$ cat config.mk
export PLATFORM = sky130hd
export DESIGN_NAME = mer_ctrl
export DESIGN_NICKNAME = d
export VERILOG_FILES = /design/src/hdl/mer_pkg.sv /design/src/hdl/mer_ctrl.sv
export SDC_FILE = /design/constraint.sdc
export NUM_CORES = 1
export LEC_CHECK = 0
export BUFFER_PORTS_ARGS = -buffer_cell sky130_fd_sc_hd__clkbuf_2
export CAP_MARGIN = 20
export CORE_AREA = 2 2 39 41
export CTS_BUF_LIST = sky130_fd_sc_hd__clkbuf_4 sky130_fd_sc_hd__clkbuf_8
export DETAILED_ROUTE_END_ITERATION = 16
export DIE_AREA = 0 0 41 43
export PLACE_DENSITY = 0.81
export SLEW_MARGIN = 10
export SYNTH_ARGS = -nofsm -noshare
export SYNTH_HDL_FRONTEND = slang
export SYNTH_SLANG_ARGS = --single-unit
$ cat constraint.sdc
create_clock -name aclk -period 1.7 [get_ports aclk]
set_input_delay 0.34 -clock aclk [delete_from_list [all_inputs] [get_ports aclk]]
set_output_delay 0.34 -clock aclk [all_outputs]
set_load 0.05 [all_outputs]
$ cat src/hdl/mer_pkg.sv
// Types and constants shared by the midpoint ellipse rasterizer modules.
// No dependencies.
package mer_pkg;

    localparam int PIX_W    = 13;
    localparam int TDATA_W  = 32;
    localparam int TUSER_W  = 2;
    localparam int SDATA_W  = 8;

    localparam logic [1:0] CFG_CENTER_X = 2'd0;
    localparam logic [1:0] CFG_CENTER_Y = 2'd1;
    localparam logic [1:0] CFG_RADIUS_X = 2'd2;
    localparam logic [1:0] CFG_RADIUS_Y = 2'd3;

    typedef enum logic [1:0] {
        PH_IDLE,
        PH_REG1,
        PH_REG2,
        PH_DONE
    } phase_t;

    typedef enum logic [3:0] {
        ST_IDLE,
        ST_I_PROD,
        ST_I_SUM,
        ST_I_RND,
        ST_S_PROD,
        ST_S_SUM,
        ST_S_RND,
        ST_S_CHK,
        ST_EMIT,
        ST_DONE
    } ctrl_state_t;

    typedef enum logic [3:0] {
        OP_NONE,
        OP_INIT_SQ,
        OP_INIT_PROD,
        OP_INIT_SUM,
        OP_SW_SQ,
        OP_SW_PROD,
        OP_SW_SUM,
        OP_ROUND,
        OP_STEP1,
        OP_STEP2
    } dp_op_t;

    typedef struct packed {
        dp_op_t     op;
        logic       load_out;
        logic       out_done;
        logic [1:0] out_sel;
    } dp_cmd_t;

    typedef struct packed {
        logic reg1_go;
        logic reg2_go;
    } dp_stat_t;

endpackage

$ cat src/hdl/mer_ctrl.sv
// Controller: ellipse phase, sequencing of set-up and steps, output handshake.
// Depends on mer_pkg; commands mer_dpath.
module mer_ctrl (
    input  logic              aclk,
    input  logic              aresetn,
    input  logic              s_tvalid,
    output logic              s_tready,
    input  logic              restart,
    output logic              m_tvalid,
    input  logic              m_tready,
    input  mer_pkg::dp_stat_t stat,
    output mer_pkg::dp_cmd_t  cmd
);
    import mer_pkg::*;

    ctrl_state_t state_reg, state_next;
    phase_t      phase_reg, phase_next;
    logic [1:0]  k_reg, k_next;
    logic        m_tvalid_reg, m_tvalid_next;
    logic        out_free;

    always_ff @(posedge aclk) begin
        if (!aresetn) begin
            state_reg    <= ST_IDLE;
            phase_reg    <= PH_IDLE;
            k_reg        <= '0;
            m_tvalid_reg <= 1'b0;
        end else begin
            state_reg    <= state_next;
            phase_reg    <= phase_next;
            k_reg        <= k_next;
            m_tvalid_reg <= m_tvalid_next;
        end
    end

    assign out_free = !m_tvalid_reg || m_tready;

    always_comb begin
        state_next    = state_reg;
        phase_next    = phase_reg;
        k_next        = k_reg;
        m_tvalid_next = m_tvalid_reg && !m_tready;
        s_tready      = 1'b0;
        cmd           = '{op: OP_NONE, load_out: 1'b0, out_done: 1'b0, out_sel: k_reg};
        unique case (state_reg)
            ST_IDLE: begin
                s_tready = 1'b1;
                k_next   = '0;
                if (s_tvalid) begin
                    if (restart) begin
                        cmd.op     = OP_INIT_SQ;
                        state_next = ST_I_PROD;
                    end else begin
                        priority if (phase_reg == PH_REG1 && stat.reg1_go) begin
                            cmd.op     = OP_STEP1;
                            state_next = ST_EMIT;
                        end else if (phase_reg == PH_REG1) begin
                            cmd.op     = OP_SW_SQ;
                            state_next = ST_S_PROD;
                        end else if (phase_reg == PH_REG2 && stat.reg2_go) begin
                            cmd.op     = OP_STEP2;
                            state_next = ST_EMIT;
                        end else if (phase_reg == PH_REG2) begin
                            phase_next = PH_DONE;
                            state_next = ST_DONE;
                        end else begin
                            state_next = ST_DONE;
                        end
                    end
                end
            end
            ST_I_PROD: begin
                cmd.op     = OP_INIT_PROD;
                state_next = ST_I_SUM;
            end
            ST_I_SUM: begin
                cmd.op     = OP_INIT_SUM;
                state_next = ST_I_RND;
            end
            ST_I_RND: begin
                cmd.op     = OP_ROUND;
                phase_next = PH_REG1;
                state_next = ST_EMIT;
            end
            ST_S_PROD: begin
                cmd.op     = OP_SW_PROD;
                state_next = ST_S_SUM;
            end
            ST_S_SUM: begin
                cmd.op     = OP_SW_SUM;
                state_next = ST_S_RND;
            end
            ST_S_RND: begin
                cmd.op     = OP_ROUND;
                phase_next = PH_REG2;
                state_next = ST_S_CHK;
            end
            ST_S_CHK: begin
                if (stat.reg2_go) begin
                    cmd.op     = OP_STEP2;
                    state_next = ST_EMIT;
                end else begin
                    phase_next = PH_DONE;
                    state_next = ST_DONE;
                end
            end
            ST_EMIT: begin
                if (out_free) begin
                    cmd.load_out  = 1'b1;
                    m_tvalid_next = 1'b1;
                    k_next        = k_reg + 2'd1;
                    if (k_reg == 2'd3) begin
                        state_next = ST_IDLE;
                    end
                end
            end
            ST_DONE: begin
                if (out_free) begin
                    cmd.load_out  = 1'b1;
                    cmd.out_done  = 1'b1;
                    m_tvalid_next = 1'b1;
                    state_next    = ST_IDLE;
                end
            end
            default: state_next = ST_IDLE;
        endcase
    end

    assign m_tvalid = m_tvalid_reg;

endmodule

# ---- Word-level counts from Yosys, hierarchy flattened
# Cells that the tools add are included.
dict set report word_totals {
  reg_bits 9
  word_cells 75
  inputBits 7
}
dict set report classes {
  mux 34
  reduce_logical 14
  n_eq_ne 22
  n_addsub 1
}
# operator count
set ops {}
lappend ops {{$mux 4} 13}
lappend ops {{$pmux 4 s10} 1}
lappend ops {{$pmux 4 s7} 1}
lappend ops {{$ne 2x2->1 const B} 10}
lappend ops {{$mux 2} 9}
lappend ops {{$eq 4x3->1 const B} 4}
lappend ops {{$eq 4x2->1 const B} 2}
lappend ops {{$eq 4x4->1 const B} 2}
lappend ops {{$pmux 2 s4} 1}
lappend ops {{$reduce_and 8->1} 1}
lappend ops {{$mux 1} 7}
lappend ops {{$eq 2x2->1 const B} 2}
lappend ops {{$eq 4x1->1 const B} 1}
lappend ops {{$logic_not 4->1} 1}
lappend ops {{$pmux 2 s2} 1}
lappend ops {{$reduce_and 4->1} 1}
lappend ops {{$reduce_bool 4->1} 1}
lappend ops {{$reduce_or 2->1} 2}
lappend ops {{$logic_and 1x1->1} 3}
lappend ops {{$add 2x1->2 const B} 1}
lappend ops {{$eq 2x1->1 const B} 1}
lappend ops {{$logic_not 1->1} 2}
lappend ops {{$pmux 1 s2} 1}
lappend ops {{$reduce_and 2->1} 1}
lappend ops {{other kinds (2)} 2}

# ---- Depth between registers and ports, before layout
# Gate-level depths: netlist of run 1.
dict set report logic_depth {
  ltp_word 8
  depth_mapped 7
  depth_no_buf 5
}

# ---- Least setup slack after synthesis of run 1
# OpenSTA, ideal clock, no wires.
dict set report synth_timing {
  kind {register -> output}
  from {reg state_reg[2]}
  to {out cmd[7] (netlist bit)}
  stages_incl_launch_ff 5
  t_arrival_ns 2.318
  required_time_ns 1.360
  n_path_buf 2
  path_slack_ns -0.958
  cell_sequence {dfxtp_1 -> buf_6 -> or4_4 -> buf_6 -> o32ai_1}
}
# item line_no
set synth_lines {}
lappend synth_lines {{start: declaration} mer_ctrl.sv:16} ;# ctrl_state_t state_reg, state_next;
lappend synth_lines {{start signal: assignment} mer_ctrl.sv:29} ;# state_reg <= state_next;
lappend synth_lines {{end: declaration} mer_ctrl.sv:12} ;# output mer_pkg::dp_cmd_t cmd

==> results.json, run 1 <==
{
  "syn_to_final_growth_pct": 65.4,
  "track_usage_pct": 24.6,
  "cts_buffers": 3,
  "worstSetupPathType": "reg -> out",
  "largest_register_ffs": 4,
  "min_to": "m_tvalid$_SDFF_PN0_",
  "setup_ws_ps": -227,
  "p_sw_uw": 873,
  "power_frac_seq_pct": 18.4,
  "holdPathStages": 2,
  "fillers": 100,
  "cp_data_required_time_ps": 1360,
  "crit_slowest_cell": "or4_4",
  "holdCritPathClass": "in -> reg",
  "die-area_sq_um": 1760,
  "seq_area_frac_synth_pct": 28.0,
  "final_util_pct": 77.0,
  "port_buffers": 16,
  "dominantRegCellSynth": "dfxtp_1",
  "cts_sinks": 9,
  "drt-total-wl_um": 2130,
  "grt_pass1_wl_um": 2990,
  "drc": 0,
  "finClkSkew_ps": 7.63,
  "holdWs_ps": 426,
  "worst_pin_slew_ps": 364,
  "via_count": 799,
  "async_flop_share_pct": 0,
  "cts_buffer_depth": 2,
  "power_frac_comb_pct": 71.6,
  "synth_area_per_cell_sq_um": 7.32,
  "finalWeightedCongestion": 0.797,
  "ff2ff_path_depth": 6,
  "fin_nets": 129,
  "cap_violations": 0,
  "cts_tree": "done",
  "status": "complete, but fails checks",
  "timing.final.crit_share_pct": 113,
  "worst_ir_drop_vdd_mv": 1.10,
  "violations": "negative setup slack",
  "drive_above_1_share_pct": 55.0,
  "synthCells": 88,
  "hold_buffers": 0,
  "first_iter_violations": 39,
  "hold_viol": 0,
  "grt_max_degree": 13,
  "synth_edf_count": 0,
  "hpwl_um": 1300,
  "crit_fanout": 3,
  "wl_per_cell_um": 15.7,
  "antenna_left": 0,
  "gr-total-overflow": 0,
  "critPathCaptureType": "output port",
  "n_antenna_cell": 0,
  "timing.fmax_mhz": 519,
  "p_int_uw": 988,
  "p_leak_uw": 0.000457,
  "rsz0062_at_grt": "yes",
  "first_global_vias": 729,
  "finalSetupViolations": 5,
  "swShare_pct": 46.9,
  "crit_buf_inv": 1,
  "firstDrtPassIters": 4,
  "core_sq_um": 1380,
  "cts-root-buf": "clkbuf_4",
  "cp-startpoint": "state_reg[3]$_SDFFE_PN0P_",
  "slew_headroom_pct": 75.5,
  "die_x_um": 41,
  "path_cells": "or4_4 -> o32ai_4 -> buf_8",
  "cpPeakStageDelay_ps": 580,
  "path_delay_family": "simple AND/OR/NAND/NOR gates",
  "crit_arrival_ps": 1590,
  "r2r_setup_slack_ps": 40,
  "slew_violations": 0,
  "synth-seq-cells": 9,
  "synth_cell_types": 34,
  "initial_core_util_pct": 46.6,
  "clock_power_share_pct": 9.9,
  "synth.net_count": 96,
  "antenna_found_initial": 0,
  "worstHoldStart": "aresetn",
  "layout_min_cycle_time_ps": 1930,
  "cts.htree.levels": 1,
  "worstSetupStartpointType": "flip-flop",
  "r2r_end": "state_reg[3]$_SDFFE_PN0P_",
  "syn-cell-area_sq_um": 644,
  "io_pins": 17,
  "cts.clk_slew.worst_paths_ps": 70,
  "die_h_um": 43,
  "power_density_nw_per_um2": 1750,
  "rows": 14,
  "r2r-start": "state_reg[3]$_SDFFE_PN0P_",
  "insertion_delay_ps": 260,
  "yosysWarningCount": 0,
  "fin_tns_setup_ps": -694,
  "viasPerCell": 5.88
}
[logic make-up (layout without fill, tap and decap cells)]
kind of cell    Yosys count  after routing  synth area share [%]
compound gates           25             25                  24.5
xor+xnor                  1              1                  1.36
fa+ha+maj                 1              1                  1.94
buf+inv                  10             42                  8.93
flops                     9              9                  28.0
mux                       2              2                  3.11
simple gates             40             40                  32.2
[worst max-delay path by stage]
stage | to | slack (ps) | cells past startpoint
floorplan | cmd[7] | -190 | 4
global placement | cmd[7] | -20 | 3
detailed placement | cmd[7] | -40 | 3
CTS | cmd[7] | -240 | 3
global route | cmd[7] | -240 | 3
finish | cmd[7] | -230 | 3
[layout make-up]
cell class | count | area, sq um | area share, %
Clock buffer | 4 | 30.0 | 2.82
Inverter | 3 | 11.3 | 1.06
Multi-Input combinational cell | 69 | 509 | 47.8
Sequential cell | 9 | 186 | 17.5
Tap cell | 16 | 20.0 | 1.88
Timing Repair Buffer | 35 | 309 | 29.0
[cells in the mapped netlist, types with 2 or more instances]
master | instances | share of area [%]
a211oi_1 | 2 | 2.3
a21oi_1 | 5 | 3.9
a31oi_1 | 2 | 1.9
and2_1 | 3 | 2.9
buf_2 | 4 | 3.1
buf_6 | 2 | 3.5
dfxtp_1 | 9 | 28
inv_1 | 3 | 1.7
mux2i_1 | 2 | 3.1
nand2_1 | 7 | 4.1
nand2b_1 | 3 | 2.9
nand3_1 | 2 | 1.6
nor2_1 | 14 | 8.2
nor3_1 | 2 | 1.6
o21a_1 | 3 | 3.5
o21ai_0 | 5 | 3.9
o31ai_1 | 3 | 3.5
[layout by cell type, fill, tap and decap left out, types with 2 or more instances in the layout]
cell,n
and2_4,2
nand2b_1,2
buf_6,5
a31oi_1,2
clkbuf_4,4
nand2_1,5
o21ai_0,4
a211oi_2,2
o21a_1,3
nor2_4,3
nor2_1,10
o21ai_1,2
dfxtp_1,4
nand3_1,2
buf_8,5
a21oi_1,4
clkbuf_2,10
dfxtp_2,5
mux2i_1,2
buf_4,13
inv_2,2
o31ai_1,3
[power groups by stage]
stage / Clock (uW) / Sequential (uW) / Combinational [uW]
after detailed placement: 0 / 328 / 947
after CTS: 181 / 330 / 1150
after floorplan: 0 / 345 / 708
after global routing: 201 / 350 / 1410
after global placement: 0 / 323 / 926
final: 185 / 343 / 1330
[metrics by stage]
| stage | instance area, sq um | std cells | setup slack [ps] | power, uW |
|---|---|---|---|---|
| 2_1_floorplan | 692 | 88 | -186 | 1050 |
| 3_3_place_gp | 821 | 123 | -17.9 | 1250 |
| 3_5_place_dp | 821 | 123 | -39.3 | 1280 |
| 4_1_cts | 967 | 130 | -237 | 1660 |
| 5_1_grt | 1070 | 136 | -244 | 1960 |
| 6_report | 1070 | 136 | -227 | 1860 |
[per-layer routing]
| metal | GRT usage (%) | vias up | part of all wire [%] |
|---|---|---|---|
| met2 | 39.4 | 41 | 50 |
| met3 | 4.71 | 4 | 6.3 |
| li1 | - | 375 | - |
| met1 | 29.8 | 379 | 42 |
| met5 | 0 | - | 0 |
| met4 | 12.0 | 0 | 1.5 |
[repair_timing]
action	CTS	global route
endpoints found under the hold margin	0	0
pin swaps	3	6
setup buffers	3	5
resized for setup	24	24
gates cloned	0	1
setup endpoints to repair	7	7
Power figures use the tool's default switching activity.
==> inputs of run 2 (changes only) <==
--- a/config.mk
+++ b/config.mk
@@ -5,13 +5,13 @@
 export SDC_FILE = /design/constraint.sdc
 export NUM_CORES = 1
 export LEC_CHECK = 0
-export BUFFER_PORTS_ARGS = -buffer_cell sky130_fd_sc_hd__clkbuf_2
 export CAP_MARGIN = 20
 export CORE_AREA = 2 2 39 41
 export CTS_BUF_LIST = sky130_fd_sc_hd__clkbuf_4 sky130_fd_sc_hd__clkbuf_8
 export DETAILED_ROUTE_END_ITERATION = 16
 export DIE_AREA = 0 0 41 43
-export PLACE_DENSITY = 0.81
+export DONT_BUFFER_PORTS = 1
+export PLACE_DENSITY = 0.7
 export SLEW_MARGIN = 10
 export SYNTH_ARGS = -nofsm -noshare
 export SYNTH_HDL_FRONTEND = slang
==> run 2 against run 1 <==
Compared with the run above: the flow still finishes with violations (negative setup slack); hold slack got worse by 230 ps; sequential cell count did not move; routed wire length fell by 23%; sequential share of layout area rose by 2.5 points; cell area fell by 14%; first-iteration DRC count fell by 49%; fmax rose by 0.90%; combinational power fell by 11%; cell count fell by 13%; worst setup slack improved by 17 ps; die area did not move; utilization fell by 11 points; critical endpoint unchanged; largest cell class unchanged.
==> results.json, run 2 (same netlist as run 1, synthesis figures left out) <==
{
  "die_h_um": 43,
  "fin_nets": 112,
  "critPathCaptureType": "output port",
  "path_cells": "or4_4 -> o32ai_4 -> buf_12",
  "crit_slowest_cell": "or4_4",
  "worst_ir_drop_vdd_mv": 0.919,
  "status": "complete, but fails checks",
  "multiInputGateArea_sq_um": 484,
  "port_buffers": 0,
  "timing.final.crit_share_pct": 112,
  "power_density_nw_per_um2": 1840,
  "worst_pin_slew_ps": 393,
  "initial_core_util_pct": 46.6,
  "finClkSkew_ps": 0.414,
  "dp_cells": 111,
  "fillers": 113,
  "violations": "negative setup slack",
  "viasPerCell": 5.66,
  "cts-root-buf": "clkbuf_4",
  "grt_pass1_wl_um": 2590,
  "core_sq_um": 1380,
  "drive_above_1_share_pct": 38.8,
  "cts_buffers": 3,
  "finalSetupViolations": 3,
  "hold_viol": 0,
  "fin_cells": 119,
  "wl_per_cell_um": 13.8,
  "insertion_delay_ps": 250,
  "via_count": 674,
  "cts_buffer_depth": 2,
  "worstSetupPathType": "reg -> out",
  "cp_data_required_time_ps": 1360,
  "cts.clk_slew.worst_paths_ps": 60,
  "final_cell_mix": "12 x buf_4, 11 x nor2_1, 7 x dfxtp_1",
  "rsz0062_at_grt": "yes",
  "hpwl_um": 1140,
  "antenna_left": 0,
  "crit_buf_inv": 1,
  "antenna_found_initial": 0,
  "timing.fmax_mhz": 524,
  "seq_area_sq_um": 183,
  "worstHoldStart": "aresetn",
  "cts_sinks": 9,
  "die_x_um": 41,
  "die-area_sq_um": 1760,
  "final_common_cell": "buf_4",
  "io_pins": 17,
  "cap_violations": 0,
  "cts_tree": "done",
  "drt-total-wl_um": 1640,
  "firstDrtPassIters": 4,
  "crit_fanout": 3,
  "first_global_vias": 640,
  "track_usage_pct": 21.8,
  "r2r-start": "state_reg[1]$_SDFFE_PN0P_",
  "path_delay_family": "simple AND/OR/NAND/NOR gates",
  "fin_tns_setup_ps": -448,
  "cpPeakStageDelay_ps": 570,
  "syn_to_final_growth_pct": 41.6,
  "first_iter_violations": 20,
  "layout_min_cycle_time_ps": 1910,
  "cp-startpoint": "state_reg[1]$_SDFFE_PN0P_",
  "rows": 14,
  "drc": 0,
  "setup_ws_ps": -210,
  "largest_register_ffs": 4,
  "finalWeightedCongestion": 0.855,
  "p_leak_uw": 0.000352,
  "worstSetupStartpointType": "flip-flop",
  "slew_headroom_pct": 73.7,
  "crit_arrival_ps": 1570,
  "gr-total-overflow": 0,
  "n_antenna_cell": 0,
  "hold_buffers": 0,
  "holdCritPathClass": "in -> reg",
  "cts.htree.levels": 1,
  "grt_max_degree": 13,
  "slew_violations": 0
}
## run 2: cell count changes in the layout (fill, tap and decap cells not counted), moves of 2 or more
cell	before	now
dfxtp_2	5	2
buf_8	5	0
dfxtp_1	4	7
buf_6	5	3
buf_12	0	3
clkbuf_2	10	0
## run 2: final timing paths
path | to | slack, ps | depth (start not counted)
min | m_tvalid$_SDFF_PN0_ | 200 | 1
min reg2reg | phase_reg[1]$_SDFFE_PN0P_ | 560 | 2
max reg2reg | state_reg[3]$_SDFFE_PN0P_ | 80 | 6
max | cmd[7] | -210 | 3
## run 2: routing by layer
layer	global-route usage, %	share of wire, %	vias up
li1	-	-	339
met1	24.3	39	303
met2	36.3	50	26
met3	3.66	7.3	6
met4	12.7	3.4	0
met5	0	0	-
## run 2: metrics by stage
stage / util [%] / worst slack [ps] / power [uW] / hold WS [ps] / instance area (sq um)
3_5_place_dp: 58.4 / 46.7 / 1370 / 470 / 808
2_1_floorplan: - / -186 / 1050 / 508 / 692
4_1_cts: 65.0 / -222 / 1650 / 193 / 900
3_3_place_gp: 58.4 / 69.1 / 1360 / 462 / 808
5_1_grt: 65.9 / -256 / 1770 / 208 / 912
6_report: 65.9 / -210 / 1670 / 198 / 912
## run 2: repair_timing
| action | 4_1_cts | 5_1_grt |
|---|---|---|
| gates resized for setup | 9 | 4 |
| setup buffers | 4 | 0 |
| endpoints found under the setup margin | 6 | 6 |
| pin swaps | 1 | 2 |
## run 2: cell type report
cell class | count | share of cell area, %
Inverter | 3 | 1.23
Timing Repair Buffer | 18 | 20.2
Sequential cell | 9 | 20.0
Clock buffer | 4 | 3.29
Tap cell | 16 | 2.19
Multi-Input combinational cell | 69 | 53.1
## run 2: report_power, final
part           switching (uW)  leakage (uW)  total, uW  internal (uW)
registers                48.4     0.0000746        321            273
clock network            70.3     0.0000184        176            106
logic                     672      0.000259       1180            505
total                     791      0.000352       1670            884
==> inputs of run 3 (changes only) <==
--- a/config.mk
+++ b/config.mk
@@ -5,13 +5,14 @@
 export SDC_FILE = /design/constraint.sdc
 export NUM_CORES = 1
 export LEC_CHECK = 0
+export ABC_AREA = 1
 export CAP_MARGIN = 20
 export CORE_AREA = 2 2 39 41
 export CTS_BUF_LIST = sky130_fd_sc_hd__clkbuf_4 sky130_fd_sc_hd__clkbuf_8
 export DETAILED_ROUTE_END_ITERATION = 16
 export DIE_AREA = 0 0 41 43
 export DONT_BUFFER_PORTS = 1
-export PLACE_DENSITY = 0.7
+export PLACE_DENSITY = 0.68
 export SLEW_MARGIN = 10
 export SYNTH_ARGS = -nofsm -noshare
 export SYNTH_HDL_FRONTEND = slang
==> run 3 against run 2 <==
Compared with the run above: the flow still finishes with violations (negative setup slack); non-clock buffer count grew 1; sequential share of layout area grew 0.75 points; cell area grew 2.3%; clock-buffer cell count is the same; largest cell class unchanged; die area is the same.
==> results.json, run 3 <==
{
  "fillers": 106,
  "rows": 14,
  "synth.net_count": 108,
  "wl_per_cell_um": 12.6,
  "port_buffers": 0,
  "finClkSkew_ps": 8.53,
  "track_usage_pct": 23.1,
  "fin_tns_setup_ps": -76.2,
  "fin_cells": 138,
  "n_antenna_cell": 0,
  "fin_area_sq_um": 933,
  "cp_data_required_time_ps": 1360,
  "crit_arrival_ps": 1440,
  "yosysWarningCount": 0,
  "worst_pin_slew_ps": 357,
  "layout_min_cycle_time_ps": 1780,
  "cts_buffer_depth": 2,
  "core_sq_um": 1380,
  "gr-total-overflow": 0,
  "die-area_sq_um": 1760,
  "drive_above_1_share_pct": 41.0,
  "fin_nets": 131,
  "cts_buffers": 3,
  "seq_area_sq_um": 194,
  "dp_cells": 126,
  "first_global_vias": 730,
  "synth_cell_types": 25,
  "via_count": 748,
  "setup_ws_ps": -75.7,
  "drt-total-wl_um": 1740,
  "status": "complete, but fails checks",
  "multiInputGateArea_sq_um": 430,
  "die_x_um": 41,
  "final_common_cell": "nand2_1",
  "cts-root-buf": "clkbuf_4",
  "firstDrtPassIters": 4,
  "worst_ir_drop_vdd_mv": 1.12,
  "violations": "negative setup slack",
  "crit_fanout": 3,
  "io_pins": 17,
  "grt_pass1_wl_um": 2860,
  "dominantRegCellSynth": "dfxtp_1",
  "viasPerCell": 5.42,
  "finalSetupViolations": 2,
  "initial_core_util_pct": 44.7,
  "hpwl_um": 1180,
  "finalWeightedCongestion": 0.922,
  "holdWs_ps": 187,
  "insertion_delay_ps": 270,
  "yosysTopAreaCell": "dfxtp_1",
  "worstSetupStartpointType": "flip-flop",
  "antenna_left": 0,
  "rsz0062_at_grt": "yes",
  "grt_max_degree": 7,
  "die_h_um": 43,
  "synth-seq-cells": 9,
  "yosys-top-cells-area": "dfxtp_1 29%, nand2_1 15%, inv_1 8.5%",
  "antenna_found_initial": 0,
  "final_cell_mix": "21 x nand2_1, 13 x buf_4, 12 x inv_1",
  "first_iter_violations": 41,
  "largest_register_ffs": 4,
  "worstSetupPathType": "reg -> out",
  "async_flop_share_pct": 0,
  "p_leak_uw": 0.000427,
  "drc": 0,
  "hold_viol": 0,
  "syn-cell-area_sq_um": 618,
  "cts_sinks": 9,
  "cts.htree.levels": 1,
  "synth_top_area_share_pct": 29.1,
  "cap_violations": 0,
  "synth_area_per_cell_sq_um": 6.18,
  "power_density_nw_per_um2": 1910,
  "yosysMostFrequentCell": "nand2_1",
  "hold_buffers": 0,
  "seq_area_frac_synth_pct": 29.1,
  "cts.clk_slew.worst_paths_ps": 70,
  "timing.final.crit_share_pct": 104,
  "timing.fmax_mhz": 563,
  "synthCells": 100,
  "synth_edf_count": 0,
  "slew_headroom_pct": 76.1,
  "holdCritPathClass": "in -> reg",
  "yosys-top-cells-count": "25 x nand2_1, 14 x inv_1, 12 x nor2_1",
  "syn_to_final_growth_pct": 51.0,
  "critPathCaptureType": "output port",
  "place_area_sq_um": 763,
  "cts_tree": "done",
  "slew_violations": 0
}
run 3: routing by layer:
layer  routed length, um  vias up  GRT usage (%)  share of wire (%)
li1                    -      370              -                  -
met1                 713      341           31.3                 41
met2                 888       33           33.8                 51
met3                 117        4           5.76                6.7
met4                  21        0           9.33                1.2
met5                   0        -              0                  0
run 3: what timing repair did:
action | in CTS | in global routing
endpoints found under the setup margin | 5 | 5
pin swaps | 3 | 6
gates resized for setup | 16 | 12
hold endpoints to repair | 0 | 0
buffers inserted | 4 | 4
cloned | 0 | 0
run 3: kinds of logic (layout without fill, tap and decap cells):
group,after synthesis,in the layout,synth area share [%]
AOI/OAI and AO/OA,15,15,14.0
adders and majority gates,1,1,2.02
buffers and inverters,17,39,11.7
DFF,9,9,29.1
and+or+nand+nor,58,58,43.1
run 3: layout make-up:
cell class / instances / area share, %
multi-input cells: 74 / 46.1
flip-flops and latches: 9 / 20.8
repair buffers: 19 / 20.5
inverters: 16 / 7.24
clock buffers: 4 / 3.22
well taps: 16 / 2.14
run 3: worst paths after layout:
check	start	end	slack, ps	cells past startpoint
setup reg to reg	state_reg[0]$_SDFFE_PN0P_	state_reg[0]$_SDFFE_PN0P_	380	7
setup / recovery	phase_reg[1]$_SDFFE_PN0P_	cmd[6]	-80	7
hold reg to reg	phase_reg[1]$_SDFFE_PN0P_	phase_reg[1]$_SDFFE_PN0P_	480	2
hold / removal	aresetn	phase_reg[1]$_SDFFE_PN0P_	190	2
run 3: metrics by stage:
step / total power, uW / util [%] / setup WS (ps)
after floorplan: 1060 / - / -57.1
after global placement: 1310 / 55.2 / 131
after detailed placement: 1330 / 55.2 / 56.1
after CTS: 1660 / 62.7 / -69.6
after global routing: 1900 / 67.5 / -154
final: 1790 / 67.5 / -75.7
run 3: power by group:
group / total (uW) / internal [uW] / switching [uW]
combinational: 1240 / 477 / 761
clock: 190 / 107 / 83.3
sequential: 358 / 288 / 70.6
total: 1790 / 872 / 915
run 3: critical path: stages (launching register included):
cell and delay [ps]:
dfxtp_2 330, inv_2 60, nand2_2 50, or2_4 240
nor3_4 130, nand2_1 70, nand3b_1 140, buf_12 150
